<file path="src/hdl/cdd_pkg.sv">
// Shared types, constants, microcode encodings and calendar tables for the date difference block.
`default_nettype none
package cdd_pkg;

    localparam int DAY_W   = 5;
    localparam int MONTH_W = 4;
    localparam int YEAR_W  = 14;
    localparam int ORDER_W = 2;
    localparam int DIST_W  = 22;
    localparam int SER_W   = 23;   // day serial of any 14-bit year
    localparam int MUL_W   = 15;
    localparam int PROD_W  = 2 * MUL_W;
    localparam int PC_W    = 4;

    // floor(x / 100) = (x * RECIP100) >> 21, exact for x below 43690
    localparam logic [MUL_W-1:0]  RECIP100 = 15'd20972;
    localparam logic [MUL_W-1:0]  DAYS_YEAR = 15'd365;
    localparam logic [DIST_W-1:0] DAYS_MAX = 22'h3FFFFF;

    // multiplier operand select
    localparam logic [2:0] MUL_NONE = 3'd0;
    localparam logic [2:0] MUL_Y99  = 3'd1;
    localparam logic [2:0] MUL_Y    = 3'd2;
    localparam logic [2:0] MUL_Y399 = 3'd3;
    localparam logic [2:0] MUL_Y365 = 3'd4;

    // accumulator operations
    localparam logic [2:0] ACC_NOP      = 3'd0;
    localparam logic [2:0] ACC_LOAD_Q4  = 3'd1;
    localparam logic [2:0] ACC_SUB_Q    = 3'd2;
    localparam logic [2:0] ACC_ADD_Q400 = 3'd3;
    localparam logic [2:0] ACC_ADD_PROD = 3'd4;
    localparam logic [2:0] ACC_ADD_MON  = 3'd5;
    localparam logic [2:0] ACC_ABSDIFF  = 3'd6;

    // flag register operations
    localparam logic [2:0] AUX_NONE   = 3'd0;
    localparam logic [2:0] AUX_Q100   = 3'd1;
    localparam logic [2:0] AUX_CHK100 = 3'd2;
    localparam logic [2:0] AUX_LEAP   = 3'd3;
    localparam logic [2:0] AUX_VALID  = 3'd4;

    typedef struct packed {
        logic [2:0]      mul_sel;
        logic [2:0]      acc_op;
        logic [2:0]      aux_op;
        logic            store;    // keep first serial
        logic            branch;   // back to target on first pass
        logic            last;     // write result word
        logic [PC_W-1:0] target;
    } t_uword;

    typedef struct packed {
        logic   run;   // execute current word this cycle
        logic   sel;   // 0: first date, 1: second date
        t_uword w;
    } t_ctl;

    function automatic logic [8:0] f_mon_start(input logic [MONTH_W-1:0] m);
        logic [8:0] s;
        case (m)
            4'd2:    s = 9'd31;
            4'd3:    s = 9'd59;
            4'd4:    s = 9'd90;
            4'd5:    s = 9'd120;
            4'd6:    s = 9'd151;
            4'd7:    s = 9'd181;
            4'd8:    s = 9'd212;
            4'd9:    s = 9'd243;
            4'd10:   s = 9'd273;
            4'd11:   s = 9'd304;
            4'd12:   s = 9'd334;
            default: s = 9'd0;
        endcase
        return s;
    endfunction

    function automatic logic [DAY_W-1:0] f_mon_len(input logic [MONTH_W-1:0] m,
                                                   input logic leap);
        logic [DAY_W-1:0] len;
        case (m)
            4'd2:                      len = leap ? 5'd29 : 5'd28;
            4'd4, 4'd6, 4'd9, 4'd11:   len = 5'd30;
            default:                   len = 5'd31;
        endcase
        return len;
    endfunction

endpackage
`default_nettype wire

</file>
<file path="src/hdl/cdd_if.sv">
// Handshake interfaces for the date pair input and the result output.
`default_nettype none
interface cdd_in_if;
    logic                          valid;
    logic                          ready;
    logic [cdd_pkg::DAY_W-1:0]     day_a;
    logic [cdd_pkg::MONTH_W-1:0]   month_a;
    logic [cdd_pkg::YEAR_W-1:0]    year_a;
    logic [cdd_pkg::DAY_W-1:0]     day_b;
    logic [cdd_pkg::MONTH_W-1:0]   month_b;
    logic [cdd_pkg::YEAR_W-1:0]    year_b;

    modport source (output valid, day_a, month_a, year_a, day_b, month_b, year_b,
                    input ready);
    modport sink   (input valid, day_a, month_a, year_a, day_b, month_b, year_b,
                    output ready);
endinterface

interface cdd_out_if;
    logic                               valid;
    logic                               ready;
    logic signed [cdd_pkg::ORDER_W-1:0] order;
    logic [cdd_pkg::DIST_W-1:0]         days_apart;
    logic                               first_valid;
    logic                               second_valid;

    modport source (output valid, order, days_apart, first_valid, second_valid,
                    input ready);
    modport sink   (input valid, order, days_apart, first_valid, second_valid,
                    output ready);
endinterface
`default_nettype wire

</file>
<file path="src/hdl/calendar_date_difference.sv">
// Top level of the Gregorian date difference block.
// Takes a pair of dates and returns their order, the day distance (0 if either date is
// invalid, saturating at 4194303) and a validity flag per date. A small microprogram of
// nine steps drives one shared 15x15 multiplier and a 23-bit accumulator: seven steps
// build the day serial of each date in turn (leap counts come from multiplying by a
// reciprocal of 100), then one step forms the absolute difference and one writes the
// result word. A new word is taken the cycle after the result is written, so a word is
// not taken while the previous one is still running its steps. The result register lets
// the next word start while the previous result waits; the final step stalls only if it
// is still occupied.
`default_nettype none
module calendar_date_difference (
    input  wire logic   i_clk,
    input  wire logic   i_rst_n,
    cdd_in_if.sink      i_in,
    cdd_out_if.source   o_out
);

    cdd_pkg::t_ctl ctl;
    logic          busy;
    logic          hold;
    logic          in_accept;

    assign i_in.ready = !busy;
    assign in_accept  = i_in.valid && !busy;

    cdd_useq u_seq (
        .i_clk   (i_clk),
        .i_rst_n (i_rst_n),
        .i_start (in_accept),
        .i_hold  (hold),
        .o_ctl   (ctl),
        .o_busy  (busy)
    );

    cdd_dpath u_dp (
        .i_clk          (i_clk),
        .i_rst_n        (i_rst_n),
        .i_load         (in_accept),
        .i_day_a        (i_in.day_a),
        .i_month_a      (i_in.month_a),
        .i_year_a       (i_in.year_a),
        .i_day_b        (i_in.day_b),
        .i_month_b      (i_in.month_b),
        .i_year_b       (i_in.year_b),
        .i_ctl          (ctl),
        .i_out_ready    (o_out.ready),
        .o_hold         (hold),
        .o_out_valid    (o_out.valid),
        .o_order        (o_out.order),
        .o_days_apart   (o_out.days_apart),
        .o_first_valid  (o_out.first_valid),
        .o_second_valid (o_out.second_valid)
    );

    a_accept_starts: assert property (@(posedge i_clk) disable iff (!i_rst_n)
        in_accept |=> busy)
        else $error("accepted word did not start the step program");

    a_result_from_last: assert property (@(posedge i_clk) disable iff (!i_rst_n)
        $rose(o_out.valid) |-> $past(ctl.run && ctl.w.last))
        else $error("result word appeared without the final step");

    a_invalid_zero: assert property (@(posedge i_clk) disable iff (!i_rst_n)
        (o_out.valid && !(o_out.first_valid && o_out.second_valid))
            |-> (o_out.days_apart == '0))
        else $error("distance not zero for an invalid date");

    a_no_last_on_hold: assert property (@(posedge i_clk) disable iff (!i_rst_n)
        (ctl.run && ctl.w.last) |-> !(o_out.valid && !o_out.ready))
        else $error("result register overwritten while still held");

endmodule
`default_nettype wire

</file>
<file path="src/hdl/cdd_useq.sv">
// Microcode sequencer: program ROM, step counter, date pass select and jump logic.
`default_nettype none
module cdd_useq (
    input  wire logic          i_clk,
    input  wire logic          i_rst_n,
    input  wire logic          i_start,
    input  wire logic          i_hold,    // result register still occupied
    output cdd_pkg::t_ctl      o_ctl,
    output logic               o_busy
);

    localparam int PROG_LEN = 9;

    // each date runs steps 0..6; step 6 loops back once for the second date
    localparam cdd_pkg::t_uword PROG [PROG_LEN] = '{
        '{cdd_pkg::MUL_Y99,  cdd_pkg::ACC_NOP,      cdd_pkg::AUX_NONE,
          1'b0, 1'b0, 1'b0, 4'd0},
        '{cdd_pkg::MUL_Y,    cdd_pkg::ACC_LOAD_Q4,  cdd_pkg::AUX_Q100,
          1'b0, 1'b0, 1'b0, 4'd0},
        '{cdd_pkg::MUL_Y399, cdd_pkg::ACC_SUB_Q,    cdd_pkg::AUX_CHK100,
          1'b0, 1'b0, 1'b0, 4'd0},
        '{cdd_pkg::MUL_Y365, cdd_pkg::ACC_ADD_Q400, cdd_pkg::AUX_LEAP,
          1'b0, 1'b0, 1'b0, 4'd0},
        '{cdd_pkg::MUL_NONE, cdd_pkg::ACC_ADD_PROD, cdd_pkg::AUX_NONE,
          1'b0, 1'b0, 1'b0, 4'd0},
        '{cdd_pkg::MUL_NONE, cdd_pkg::ACC_ADD_MON,  cdd_pkg::AUX_VALID,
          1'b0, 1'b0, 1'b0, 4'd0},
        '{cdd_pkg::MUL_NONE, cdd_pkg::ACC_NOP,      cdd_pkg::AUX_NONE,
          1'b1, 1'b1, 1'b0, 4'd0},
        '{cdd_pkg::MUL_NONE, cdd_pkg::ACC_ABSDIFF,  cdd_pkg::AUX_NONE,
          1'b0, 1'b0, 1'b0, 4'd0},
        '{cdd_pkg::MUL_NONE, cdd_pkg::ACC_NOP,      cdd_pkg::AUX_NONE,
          1'b0, 1'b0, 1'b1, 4'd0}
    };

    logic                     r_busy, n_busy;
    logic                     r_sel, n_sel;
    logic [cdd_pkg::PC_W-1:0] r_pc, n_pc;
    cdd_pkg::t_uword          word;
    logic                     run;

    always_comb begin
        word = (r_pc < cdd_pkg::PC_W'(PROG_LEN)) ? PROG[r_pc] : PROG[PROG_LEN-1];
        run  = r_busy && !(word.last && i_hold);
    end

    always_comb begin
        n_busy = r_busy;
        n_sel  = r_sel;
        n_pc   = r_pc;
        if (!r_busy) begin
            if (i_start) begin
                n_busy = 1'b1;
                n_sel  = 1'b0;
                n_pc   = '0;
            end
        end else if (run) begin
            if (word.last) begin
                n_busy = 1'b0;
            end else if (word.branch && !r_sel) begin
                n_sel = 1'b1;
                n_pc  = word.target;
            end else begin
                n_pc = r_pc + 1'b1;
            end
        end
    end

    always_ff @(posedge i_clk) begin
        if (!i_rst_n) begin
            r_busy <= 1'b0;
            r_sel  <= 1'b0;
            r_pc   <= '0;
        end else begin
            r_busy <= n_busy;
            r_sel  <= n_sel;
            r_pc   <= n_pc;
        end
    end

    assign o_ctl.run = run;
    assign o_ctl.sel = r_sel;
    assign o_ctl.w   = word;
    assign o_busy    = r_busy;

endmodule
`default_nettype wire

</file>
<file path="src/hdl/cdd_dpath.sv">
// Datapath: input word, shared multiplier, accumulator, leap and validity flags, result register.
`default_nettype none
module cdd_dpath (
    input  wire logic                               i_clk,
    input  wire logic                               i_rst_n,
    input  wire logic                               i_load,
    input  wire logic [cdd_pkg::DAY_W-1:0]          i_day_a,
    input  wire logic [cdd_pkg::MONTH_W-1:0]        i_month_a,
    input  wire logic [cdd_pkg::YEAR_W-1:0]         i_year_a,
    input  wire logic [cdd_pkg::DAY_W-1:0]          i_day_b,
    input  wire logic [cdd_pkg::MONTH_W-1:0]        i_month_b,
    input  wire logic [cdd_pkg::YEAR_W-1:0]         i_year_b,
    input  wire cdd_pkg::t_ctl                      i_ctl,
    input  wire logic                               i_out_ready,
    output logic                                    o_hold,
    output logic                                    o_out_valid,
    output logic signed [cdd_pkg::ORDER_W-1:0]      o_order,
    output logic [cdd_pkg::DIST_W-1:0]              o_days_apart,
    output logic                                    o_first_valid,
    output logic                                    o_second_valid
);

    logic [cdd_pkg::DAY_W-1:0]   r_da, r_db;
    logic [cdd_pkg::MONTH_W-1:0] r_ma, r_mb;
    logic [cdd_pkg::YEAR_W-1:0]  r_ya, r_yb;

    logic [cdd_pkg::PROD_W-1:0]  r_prod;
    logic [cdd_pkg::SER_W-1:0]   r_acc, r_sa;
    logic [7:0]                  r_q;      // floor((y+99)/100)
    logic [6:0]                  r_q4;     // floor(y/400)
    logic                        r_nd100;  // y not a multiple of 100
    logic                        r_leap;
    logic                        r_va, r_vb;

    logic                        r_ovalid;
    logic signed [cdd_pkg::ORDER_W-1:0] r_order;
    logic [cdd_pkg::DIST_W-1:0]  r_dist;
    logic                        r_fva, r_fvb;

    logic [cdd_pkg::DAY_W-1:0]   d;
    logic [cdd_pkg::MONTH_W-1:0] m;
    logic [cdd_pkg::MUL_W-1:0]   y15, y3, mul_a, mul_b;
    logic [8:0]                  q100;
    logic [6:0]                  q400;
    logic [12:0]                 q4;
    logic [cdd_pkg::SER_W-1:0]   mon_term;
    logic [cdd_pkg::SER_W:0]     diff_sa;
    logic [cdd_pkg::SER_W-1:0]   absdiff;
    logic                        leap_now, date_ok;
    logic                        a_gt, a_lt;
    logic [cdd_pkg::DIST_W-1:0]  dist_sat;

    always_comb begin
        d    = i_ctl.sel ? r_db : r_da;
        m    = i_ctl.sel ? r_mb : r_ma;
        y15  = cdd_pkg::MUL_W'(i_ctl.sel ? r_yb : r_ya);
        y3   = y15 + 15'd3;
        q4   = y3[cdd_pkg::MUL_W-1:2];
        q100 = r_prod[cdd_pkg::PROD_W-1:21];
        q400 = r_prod[cdd_pkg::PROD_W-1:23];

        case (i_ctl.w.mul_sel)
            cdd_pkg::MUL_Y99:  mul_a = y15 + 15'd99;
            cdd_pkg::MUL_Y399: mul_a = y15 + 15'd399;
            default:           mul_a = y15;
        endcase
        mul_b = (i_ctl.w.mul_sel == cdd_pkg::MUL_Y365) ? cdd_pkg::DAYS_YEAR
                                                      : cdd_pkg::RECIP100;

        leap_now = (y15[1:0] == 2'b00) && (r_nd100 || (q400 == r_q4));
        date_ok  = (m inside {[4'd1:4'd12]}) && (d != '0) &&
                   (d <= cdd_pkg::f_mon_len(m, r_leap));
        mon_term = cdd_pkg::SER_W'(cdd_pkg::f_mon_start(m)) + cdd_pkg::SER_W'(d)
                 + cdd_pkg::SER_W'((m > 4'd2) && r_leap);

        diff_sa = {1'b0, r_sa} - {1'b0, r_acc};
        absdiff = diff_sa[cdd_pkg::SER_W] ? (r_acc - r_sa) : diff_sa[cdd_pkg::SER_W-1:0];
    end

    // ordering on raw fields: year, then month, then day
    always_comb begin
        a_gt = {r_ya, r_ma, r_da} > {r_yb, r_mb, r_db};
        a_lt = {r_ya, r_ma, r_da} < {r_yb, r_mb, r_db};
        if (!(r_va && r_vb))
            dist_sat = '0;
        else if (r_acc > cdd_pkg::SER_W'(cdd_pkg::DAYS_MAX))
            dist_sat = cdd_pkg::DAYS_MAX;
        else
            dist_sat = r_acc[cdd_pkg::DIST_W-1:0];
    end

    always_ff @(posedge i_clk) begin
        if (i_load) begin
            r_da <= i_day_a;
            r_ma <= i_month_a;
            r_ya <= i_year_a;
            r_db <= i_day_b;
            r_mb <= i_month_b;
            r_yb <= i_year_b;
        end
        if (i_ctl.run) begin
            if (i_ctl.w.mul_sel != cdd_pkg::MUL_NONE)
                r_prod <= cdd_pkg::PROD_W'(mul_a) * cdd_pkg::PROD_W'(mul_b);

            case (i_ctl.w.acc_op)
                cdd_pkg::ACC_LOAD_Q4:  r_acc <= cdd_pkg::SER_W'(q4);
                cdd_pkg::ACC_SUB_Q:    r_acc <= r_acc - cdd_pkg::SER_W'(r_q);
                cdd_pkg::ACC_ADD_Q400: r_acc <= r_acc + cdd_pkg::SER_W'(q400);
                cdd_pkg::ACC_ADD_PROD: r_acc <= r_acc + r_prod[cdd_pkg::SER_W-1:0];
                cdd_pkg::ACC_ADD_MON:  r_acc <= r_acc + mon_term;
                cdd_pkg::ACC_ABSDIFF:  r_acc <= absdiff;
                default:               r_acc <= r_acc;
            endcase

            case (i_ctl.w.aux_op)
                cdd_pkg::AUX_Q100: r_q <= q100[7:0];
                cdd_pkg::AUX_CHK100: begin
                    r_nd100 <= (q100[7:0] != r_q);
                    r_q4    <= q100[8:2];
                end
                cdd_pkg::AUX_LEAP: r_leap <= leap_now;
                cdd_pkg::AUX_VALID: begin
                    if (i_ctl.sel)
                        r_vb <= date_ok;
                    else
                        r_va <= date_ok;
                end
                default: ;
            endcase

            if (i_ctl.w.store && !i_ctl.sel)
                r_sa <= r_acc;

            if (i_ctl.w.last) begin
                r_order <= a_gt ? 2'sb01 : (a_lt ? 2'sb11 : 2'sb00);
                r_dist  <= dist_sat;
                r_fva   <= r_va;
                r_fvb   <= r_vb;
            end
        end
    end

    always_ff @(posedge i_clk) begin
        if (!i_rst_n) begin
            r_ovalid <= 1'b0;
        end else if (i_ctl.run && i_ctl.w.last) begin
            r_ovalid <= 1'b1;
        end else if (i_out_ready) begin
            r_ovalid <= 1'b0;
        end
    end

    assign o_hold         = r_ovalid && !i_out_ready;
    assign o_out_valid    = r_ovalid;
    assign o_order        = r_order;
    assign o_days_apart   = r_dist;
    assign o_first_valid  = r_fva;
    assign o_second_valid = r_fvb;

endmodule
`default_nettype wire
</file>
<file path="src/flat_wrapper.sv">
// flat-port wrapper written by rule: the top's interface ports become plain ports
module calendar_date_difference_flat 
  (i_clk, i_rst_n, i_in_valid, i_in_day_a, i_in_month_a, i_in_year_a, i_in_day_b, i_in_month_b, i_in_year_b, i_in_ready, o_out_valid, o_out_order, o_out_days_apart, o_out_first_valid, o_out_second_valid, o_out_ready);
  cdd_in_if i_in_i ();
  cdd_out_if o_out_i ();
  input  wire logic i_clk;
  input  wire logic i_rst_n;
  input wire logic [$bits(i_in_i.valid)-1:0] i_in_valid;
  input wire logic [$bits(i_in_i.day_a)-1:0] i_in_day_a;
  input wire logic [$bits(i_in_i.month_a)-1:0] i_in_month_a;
  input wire logic [$bits(i_in_i.year_a)-1:0] i_in_year_a;
  input wire logic [$bits(i_in_i.day_b)-1:0] i_in_day_b;
  input wire logic [$bits(i_in_i.month_b)-1:0] i_in_month_b;
  input wire logic [$bits(i_in_i.year_b)-1:0] i_in_year_b;
  output wire logic [$bits(i_in_i.ready)-1:0] i_in_ready;
  output wire logic [$bits(o_out_i.valid)-1:0] o_out_valid;
  output wire logic [$bits(o_out_i.order)-1:0] o_out_order;
  output wire logic [$bits(o_out_i.days_apart)-1:0] o_out_days_apart;
  output wire logic [$bits(o_out_i.first_valid)-1:0] o_out_first_valid;
  output wire logic [$bits(o_out_i.second_valid)-1:0] o_out_second_valid;
  input wire logic [$bits(o_out_i.ready)-1:0] o_out_ready;
  assign i_in_i.valid = i_in_valid;
  assign i_in_i.day_a = i_in_day_a;
  assign i_in_i.month_a = i_in_month_a;
  assign i_in_i.year_a = i_in_year_a;
  assign i_in_i.day_b = i_in_day_b;
  assign i_in_i.month_b = i_in_month_b;
  assign i_in_i.year_b = i_in_year_b;
  assign i_in_ready = i_in_i.ready;
  assign o_out_valid = o_out_i.valid;
  assign o_out_order = o_out_i.order;
  assign o_out_days_apart = o_out_i.days_apart;
  assign o_out_first_valid = o_out_i.first_valid;
  assign o_out_second_valid = o_out_i.second_valid;
  assign o_out_i.ready = o_out_ready;
  calendar_date_difference u_core (.i_clk(i_clk), .i_rst_n(i_rst_n), .i_in(i_in_i), .o_out(o_out_i));
endmodule
</file>
<file path="config.mk">
export PLATFORM = sky130hd
export DESIGN_NAME = calendar_date_difference_flat
export DESIGN_NICKNAME = d
export VERILOG_FILES = /design/src/hdl/cdd_pkg.sv /design/src/hdl/cdd_if.sv /design/src/hdl/calendar_date_difference.sv /design/src/hdl/cdd_useq.sv /design/src/hdl/cdd_dpath.sv /design/src/flat_wrapper.sv
export SDC_FILE = /design/constraint.sdc
export NUM_CORES = 1
export LEC_CHECK = 0
export ABC_AREA = 1
export BUFFER_PORTS_ARGS = -buffer_cell sky130_fd_sc_hd__buf_2
export CORE_MARGIN = 4
export CORE_UTILIZATION = 45
export CTS_CLUSTER_DIAMETER = 30
export DETAILED_ROUTE_END_ITERATION = 6
export PLACE_DENSITY = 0.61
export SYNTH_ARGS = -nofsm -noshare
export SYNTH_HDL_FRONTEND = slang
export SYNTH_SLANG_ARGS = --single-unit
</file>
<file path="constraint.sdc">
create_clock -name i_clk -period 6.8 [get_ports i_clk]
set_input_delay 0.34 -clock i_clk [delete_from_list [all_inputs] [get_ports i_clk]]
set_output_delay 0.34 -clock i_clk [all_outputs]
set_load 0.01 [all_outputs]
</file>
==> flow_metrics.env, run 1 <==
export IMPL_hold_depth=1
export IMPL_drtIter0Drc=1176
export IMPL_die_w_um=216
export IMPL_syn_area_mm2=0.0195
export IMPL_critPathMaxFanout=4
export IMPL_hold_viol=0
export IMPL_drive_gt1_share_pct=17.8
export IMPL_cts_tree="built"
export IMPL_worst_setup_path_end_kind="register"
export IMPL_core_area_mm2=0.0430
export IMPL_startpoint_type="register"
export IMPL_worstHoldPathType="input pin to register"
export IMPL_seq_area_frac_synth_pct=26.4
export IMPL_wl_um=58200
export IMPL_insertion_delay_ps=480
export IMPL_max_slew_margin_pct=22.5
export IMPL_std_cell_rows=76
export IMPL_final_antenna_net_count=0
export IMPL_synth_cells=2535
export IMPL_synth_top_area_cell="edfxtp_1"
export IMPL_period_share_pct=98.8
export IMPL_die_area_mm2=0.0468
export IMPL_fin_skew_ps=15.3
export IMPL_yosysWarnings=0
export IMPL_maxSlewViolCount=0
export IMPL_grt_pass1_wl_um=92900
export IMPL_post_drt_wl_per_cell_um=17.4
export IMPL_num_io_pins=78
export IMPL_cts_root_buf="clkbuf_16"
export IMPL_track_usage_pct=25.0
export IMPL_fin_cells=3349
export IMPL_rsz0062_at_grt="true"
export IMPL_worst_pin_slew_ps=1150
export IMPL_synth_top_family_by_area="adder cells"
export IMPL_grt_max_degree=31
export IMPL_yosys_area_share_simple_pct=23.5
export IMPL_fmax_mhz=149
export IMPL_hold_end="u_core.u_dp.r_yb[5]"
export IMPL_syn_to_final_growth_pct=18.4
export IMPL_syn_num_nets=2949
export IMPL_synth_compound_area_share_pct=9.83
export IMPL_htree_num_levels=4
export IMPL_die_h_um=216
export IMPL_via_per_inst=5.23
export IMPL_hpwl_um=48800
export IMPL_yosysUniqueCellTypes=54
export IMPL_start_util_pct=45.4
export IMPL_synth_top_area_share_pct=25.7
export IMPL_fill_cells=4174
export IMPL_routabilityCongestion=0.946
export IMPL_outcome="finished, final reports clean"
export IMPL_synth_xor_area_share_pct=3.64
export IMPL_gr_total_overflow=0
export IMPL_synth_area_leaders="edfxtp_1 (26%), ha_1 (18%), nand2_1 (12%), fa_1 (8.8%), inv_1 (8.5%)"
export IMPL_cts_sinks=174
export IMPL_finalSetupViolCount=0
export IMPL_cp_arrival_ps=6930
export IMPL_cts_buffers=17
export IMPL_critical_path_max_stage_delay_ps=610
export IMPL_route_detailed_drc=0
export IMPL_num_antenna_cells=0
export IMPL_antenna_found_initial=0
export IMPL_synthAdderAreaFrac_pct=26.6
export IMPL_clockBufferDepth=2
export IMPL_port_buffers=77
export IMPL_hp_start="i_in_year_b[5]"
export IMPL_ys_seq_elements=174
export IMPL_r2r_cells=35
export IMPL_period_needed_ps=6720
export IMPL_dpl_cell_count=3298
export IMPL_grt_pass1_vias=17700
export IMPL_muxShareOfSynthArea_pct=0
export IMPL_slowest_stage="fa_2"
export IMPL_r2r_start="u_core.u_seq.r_pc[0]"
export IMPL_syn_area_per_cell_um2=7.70
export IMPL_path_class="register to register"
export IMPL_reg2reg_setup_slack_ps=80
export IMPL_cap_violations=0
export IMPL_placed_area_mm2=0.0215
export IMPL_clk_pin_slew_ps=80
export IMPL_vias=17500
export IMPL_cp_required_ps=7010
export IMPL_stdcell_area_mm2=0.0231
export IMPL_final_nets=3165
export IMPL_worst_r2r_endpoint="u_core.u_dp.r_prod[26]"
export IMPL_firstDrtPassIters=5
## final cells by class
cell class / instances / area (µm²) / share of cell area [%]
clock buffers: 21 / 440 / 1.91
clock inverters: 11 / 101 / 0.439
inverters: 459 / 1740 / 7.53
multi-input cells: 1866 / 13400 / 57.8
flip-flops and latches: 174 / 5160 / 22.3
well taps: 585 / 732 / 3.17
repair buffers: 233 / 1570 / 6.81
## through the flow
| step | utilization, % | hold slack (ps) | setup TNS [ps] | setup WS (ps) |
|---|---|---|---|---|
| after floorplan | - | 426 | 0 | 14.7 |
| after global placement | 50.0 | 441 | -653 | -142 |
| after detailed placement | 50.0 | 448 | -2200 | -285 |
| after CTS | 52.0 | 0.801 | 0 | 1.29 |
| after global routing | 53.8 | 11.0 | -1730 | -184 |
| final | 53.8 | 37.5 | 0 | 78.7 |
## sequential cells by signal (all words and copies together) (netlist names), 2 cells and up
name,flops
u_core.u_dp.o_days_apart,22
u_core.u_dp.o_order,2
u_core.u_dp.r_acc,23
u_core.u_dp.r_da,5
u_core.u_dp.r_db,5
u_core.u_dp.r_ma,4
u_core.u_dp.r_mb,4
u_core.u_dp.r_prod,30
u_core.u_dp.r_q,8
u_core.u_dp.r_q4,7
u_core.u_dp.r_sa,23
u_core.u_dp.r_ya,14
u_core.u_dp.r_yb,14
u_core.u_seq.r_pc,4
## metal layers
layer  global-route usage [%]  routed length, µm  vias up
met5                        0                  0        -
li1                         -                  -     8740
met4                     9.94               2320        0
met2                     45.7              29700      381
met3                     2.47               1760      124
met1                     30.4              24400     8286
## cells by family (layout without fill, tap and decap cells)
group,count (synthesis),in the layout
xor+xnor,81,81
other cells,1,1
fa+ha+maj,364,364
buf+inv,495,724
simple gates,1077,1077
flops,174,174
compound gates,343,343
## critical path, delay by kind of cell (launching register included)
kind            cells  cell delay, ps
xor+xnor            2             300
simple gates        9             870
compound gates      4             460
fa+ha+maj           9            3530
flops               1             390
buf+inv            11             900
## Yosys cell counts (all sizes together)
library cell  instances
ha                  278
o21ai               112
o2111ai               1
clkinv                2
clkbuf               13
edfxtp              167
inv                 457
dfxtp                 7
or4                   1
and2                  1
nand4                34
a31oi                 8
o21bai               17
nand2               642
a41oi                 2
a21boi                5
nor3                 39
a21o                  5
xnor2                24
o211ai                7
o21a                  5
conb                  1
a211oi                2
o221ai                6
xor2                 57
a22o                  1
a221oi                2
nand3b               10
nor2                168
or2                  10
nor4                  3
and3                  1
nor3b                 1
o22ai                 6
buf                  23
fa                   86
a21oi               164
nand3               167
## cells in the final DEF (no fill, tap or decap), types with 11 or more instances in the layout
master / synthesis / final
nor2_2: 8 / 19
xor2_1: 57 / 55
nor2_1: 159 / 142
buf_2: 11 / 77
ha_1: 278 / 248
nand2_2: 12 / 37
buf_4: 6 / 151
o21bai_1: 17 / 16
o21ai_1: 10 / 11
a21oi_2: 0 / 17
inv_2: 12 / 32
a21oi_1: 164 / 144
nand4_1: 34 / 34
nand3_1: 163 / 150
o21ai_0: 96 / 90
fa_1: 86 / 83
inv_1: 444 / 417
nand2_1: 630 / 595
clkbuf_16: 0 / 17
nor3_1: 32 / 25
ha_4: 0 / 29
edfxtp_1: 167 / 167
xnor2_1: 24 / 24
nand3_2: 4 / 16
## what timing repair did
item / in CTS / in global routing
resized for setup: 58 / 155
setup buffers: 3 / 15
endpoints found under the setup margin: 17 / 21
hold endpoints to repair: 1 / 0
hold buffers: 1 / 0
pin swaps: 19 / 93
## worst max path at each step
stage / from / to / slack [ps] / cells after the start
floorplan: u_core.u_seq.r_pc[0] / u_core.u_dp.r_prod[24] / 10 / 34
global placement: u_core.u_seq.r_pc[0] / u_core.u_dp.r_prod[24] / -140 / 34
global route: u_core.u_seq.r_pc[0] / u_core.u_dp.r_prod[29] / -180 / 40
finish: u_core.u_seq.r_pc[0] / u_core.u_dp.r_prod[26] / 80 / 35
detailed placement: u_core.u_seq.r_pc[1] / u_core.u_dp.r_prod[24] / -280 / 40
CTS: u_core.u_seq.r_pc[0] / u_core.u_dp.r_prod[29] / 1 / 38
Power of run 1 is not shown: default switching activity piles up to over one toggle a cycle in this logic, so the estimate is an artifact.
==> inputs of run 2 (changes only) <==
Settings changed: ABC_AREA 1 to 0.
==> flow_metrics.env, run 2 <==
export IMPL_largest_reg_flops=30
export IMPL_hold_end="u_core.u_dp.r_ma[2]"
export IMPL_num_io_pins=78
export IMPL_synth_async_reset_ratio_pct=0
export IMPL_startpoint_type="register"
export IMPL_crit_start="u_core.u_seq.r_pc[0]"
export IMPL_gr_total_overflow=0
export IMPL_worst_setup_path_end_kind="register"
export IMPL_die_area_mm2=0.0429
export IMPL_max_slew_margin_pct=21.1
export IMPL_synth_cells=1849
export IMPL_std_cell_rows=72
export IMPL_route_detailed_drc=0
export IMPL_cts_sinks=174
export IMPL_core_area_mm2=0.0389
export IMPL_final_cell_mix="ha_1 (257), inv_1 (245), buf_4 (171)"
export IMPL_wl_met1_um=21900
export IMPL_syn_to_final_growth_pct=18.4
export IMPL_yosysWarnings=0
export IMPL_final_antenna_net_count=0
export IMPL_fin_ws_ps=-553
export IMPL_syn_area_per_cell_um2=9.65
export IMPL_start_util_pct=45.8
export IMPL_critPathMaxFanout=4
export IMPL_htree_num_levels=4
export IMPL_routabilityCongestion=0.921
export IMPL_yosys_top_cells_count="ha_1 (278), inv_1 (259), edfxtp_1 (167)"
export IMPL_final_nets=2485
export IMPL_drive_gt1_share_pct=19.4
export IMPL_seq_area_frac_synth_pct=28.9
export IMPL_yosysUniqueCellTypes=81
export IMPL_via_per_inst=5.35
export IMPL_die_h_um=207
export IMPL_syn_num_nets=2263
export IMPL_fill_cells=3483
export IMPL_ys_seq_elements=174
export IMPL_hp_start="i_in_month_a[2]"
export IMPL_slowest_stage="fa_1"
export IMPL_grt_pass1_wl_um=74500
export IMPL_vias=13900
export IMPL_clk_pin_slew_ps=70
export IMPL_synth_edff_count=167
export IMPL_drtIter0Drc=869
export IMPL_cp_required_ps=6990
export IMPL_firstDrtPassIters=5
export IMPL_cts_tree="built"
export IMPL_worstHoldPathType="input pin to register"
export IMPL_violations="negative setup slack"
export IMPL_synth_top_area_cell="edfxtp_1"
export IMPL_path_class="register to register"
export IMPL_multi_input_area_mm2=0.0120
export IMPL_ys_flop_type="edfxtp_1"
export IMPL_period_share_pct=108
export IMPL_finalSetupViolCount=14
export IMPL_rsz0062_at_grt="true"
export IMPL_regMostFlops="u_core.u_dp.r_prod"
export IMPL_port_buffers=77
export IMPL_worst_pin_slew_ps=1180
export IMPL_synth_top_area_share_pct=28.1
export IMPL_cts_root_buf="clkbuf_16"
export IMPL_hold_depth=1
export IMPL_die_w_um=207
export IMPL_place_ws_ps=-678
export IMPL_clockBufferDepth=2
export IMPL_syn_area_mm2=0.0178
export IMPL_reg_top3="u_core.u_dp.r_prod: 30 flops, u_core.u_dp.r_acc: 23 flops, u_core.u_dp.r_sa: 23 flops"
export IMPL_wl_um=45000
export IMPL_hpwl_um=36900
export IMPL_grt_max_degree=47
export IMPL_fmax_mhz=136
export IMPL_reg2reg_setup_slack_ps=-550
export IMPL_grt_pass1_vias=14100
export IMPL_antenna_found_initial=0
export IMPL_wl_met3_um=1490
export IMPL_yosysMostFrequentCell="ha_1"
export IMPL_num_antenna_cells=0
export IMPL_outcome="finished, violations left"
export IMPL_cp_arrival_ps=7540
export IMPL_fin_skew_ps=21.7
export IMPL_highest_layer="met4"
export IMPL_maxSlewViolCount=0
export IMPL_hold_viol=0
export IMPL_worst_r2r_endpoint="u_core.u_dp.r_prod[27]"
export IMPL_cap_violations=0
export IMPL_critical_path_max_stage_delay_ps=560
export IMPL_r2r_cells=33
export IMPL_synth_area_leaders="edfxtp_1 (28%), ha_1 (20%), fa_1 (9.7%), inv_1 (5.5%), xnor2_1 (4.2%)"
export IMPL_layout_commonest_cell="ha_1"
export IMPL_period_needed_ps=7350
export IMPL_post_drt_wl_per_cell_um=17.3
export IMPL_seq_area_mm2=0.00516
export IMPL_r2r_start="u_core.u_seq.r_pc[0]"
export IMPL_track_usage_pct=21.1
export IMPL_wl_met2_um=20600
export IMPL_cts_buffers=17
export IMPL_insertion_delay_ps=450
-- run 2: per-layer routing --
layer	track usage (%)	vias to the layer above
met5	0	-
met4	5.65	0
met3	2.13	54
met2	34.1	278
met1	30.5	6658
li1	-	6932
-- run 2: through the flow --
step	area, µm²	cells	setup TNS (ps)	utilization, %	hold WS, ps
global placement	20200	2554	-4730	51.9	445
CTS	21000	2597	-5630	54.0	49.1
global route	21100	2602	-11920	54.3	48.4
floorplan	18100	1849	-5470	-	426
finish	21100	2602	-5820	54.3	71.4
detailed placement	20200	2554	-6750	51.9	454
-- run 2: final cells by class --
| type | count | share of cell area, % |
|---|---|---|
| clock buffer | 17 | 2.01 |
| clock inverter | 15 | 0.699 |
| inverter | 262 | 4.67 |
| multi-input combinational | 1362 | 56.7 |
| sequential | 174 | 24.5 |
| tap | 518 | 3.07 |
| timing repair buffer | 254 | 8.35 |
-- run 2: cells by family after synthesis --
logic type	Yosys count	synth area share (%)
muxes	42	2.43
xor gates and xnor gates	123	6.08
AOI/OAI and AO/OA	425	15.6
and+or+nand+nor	407	11.0
DFF	174	28.9
adders and majority gates	364	29.2
buffers and inverters	313	6.83
other	1	0.0210
-- run 2: worst max-delay path by stage --
stage,end,slack [ps],cells past startpoint
finish,u_core.u_dp.r_prod[27],-550,33
floorplan,u_core.u_dp.r_prod[26],-570,34
global route,u_core.u_dp.r_prod[27],-900,33
global placement,u_core.u_dp.r_prod[26],-540,33
CTS,u_core.u_dp.r_prod[28],-550,34
detailed placement,u_core.u_dp.r_prod[26],-680,35
-- run 2: worst max-delay path: cells and delay by family (launching register included) --
| kind | cells | cell delay (ps) |
|---|---|---|
| adders and majority gates | 10 | 3460 |
| AOI/OAI and AO/OA | 9 | 1700 |
| and+or+nand+nor | 5 | 700 |
| buffers and inverters | 7 | 530 |
| DFF | 1 | 360 |
| xor gates and xnor gates | 2 | 340 |
-- run 2: what timing repair did --
| item | CTS | global route |
|---|---|---|
| buffers inserted | 12 | 5 |
| hold buffers | 0 | 0 |
| gates cloned | 0 | 0 |
| pin swaps | 47 | 17 |
| setup endpoints to repair | 17 | 19 |
| resized for setup | 29 | 16 |
Power of run 2 is left out for the same reason.
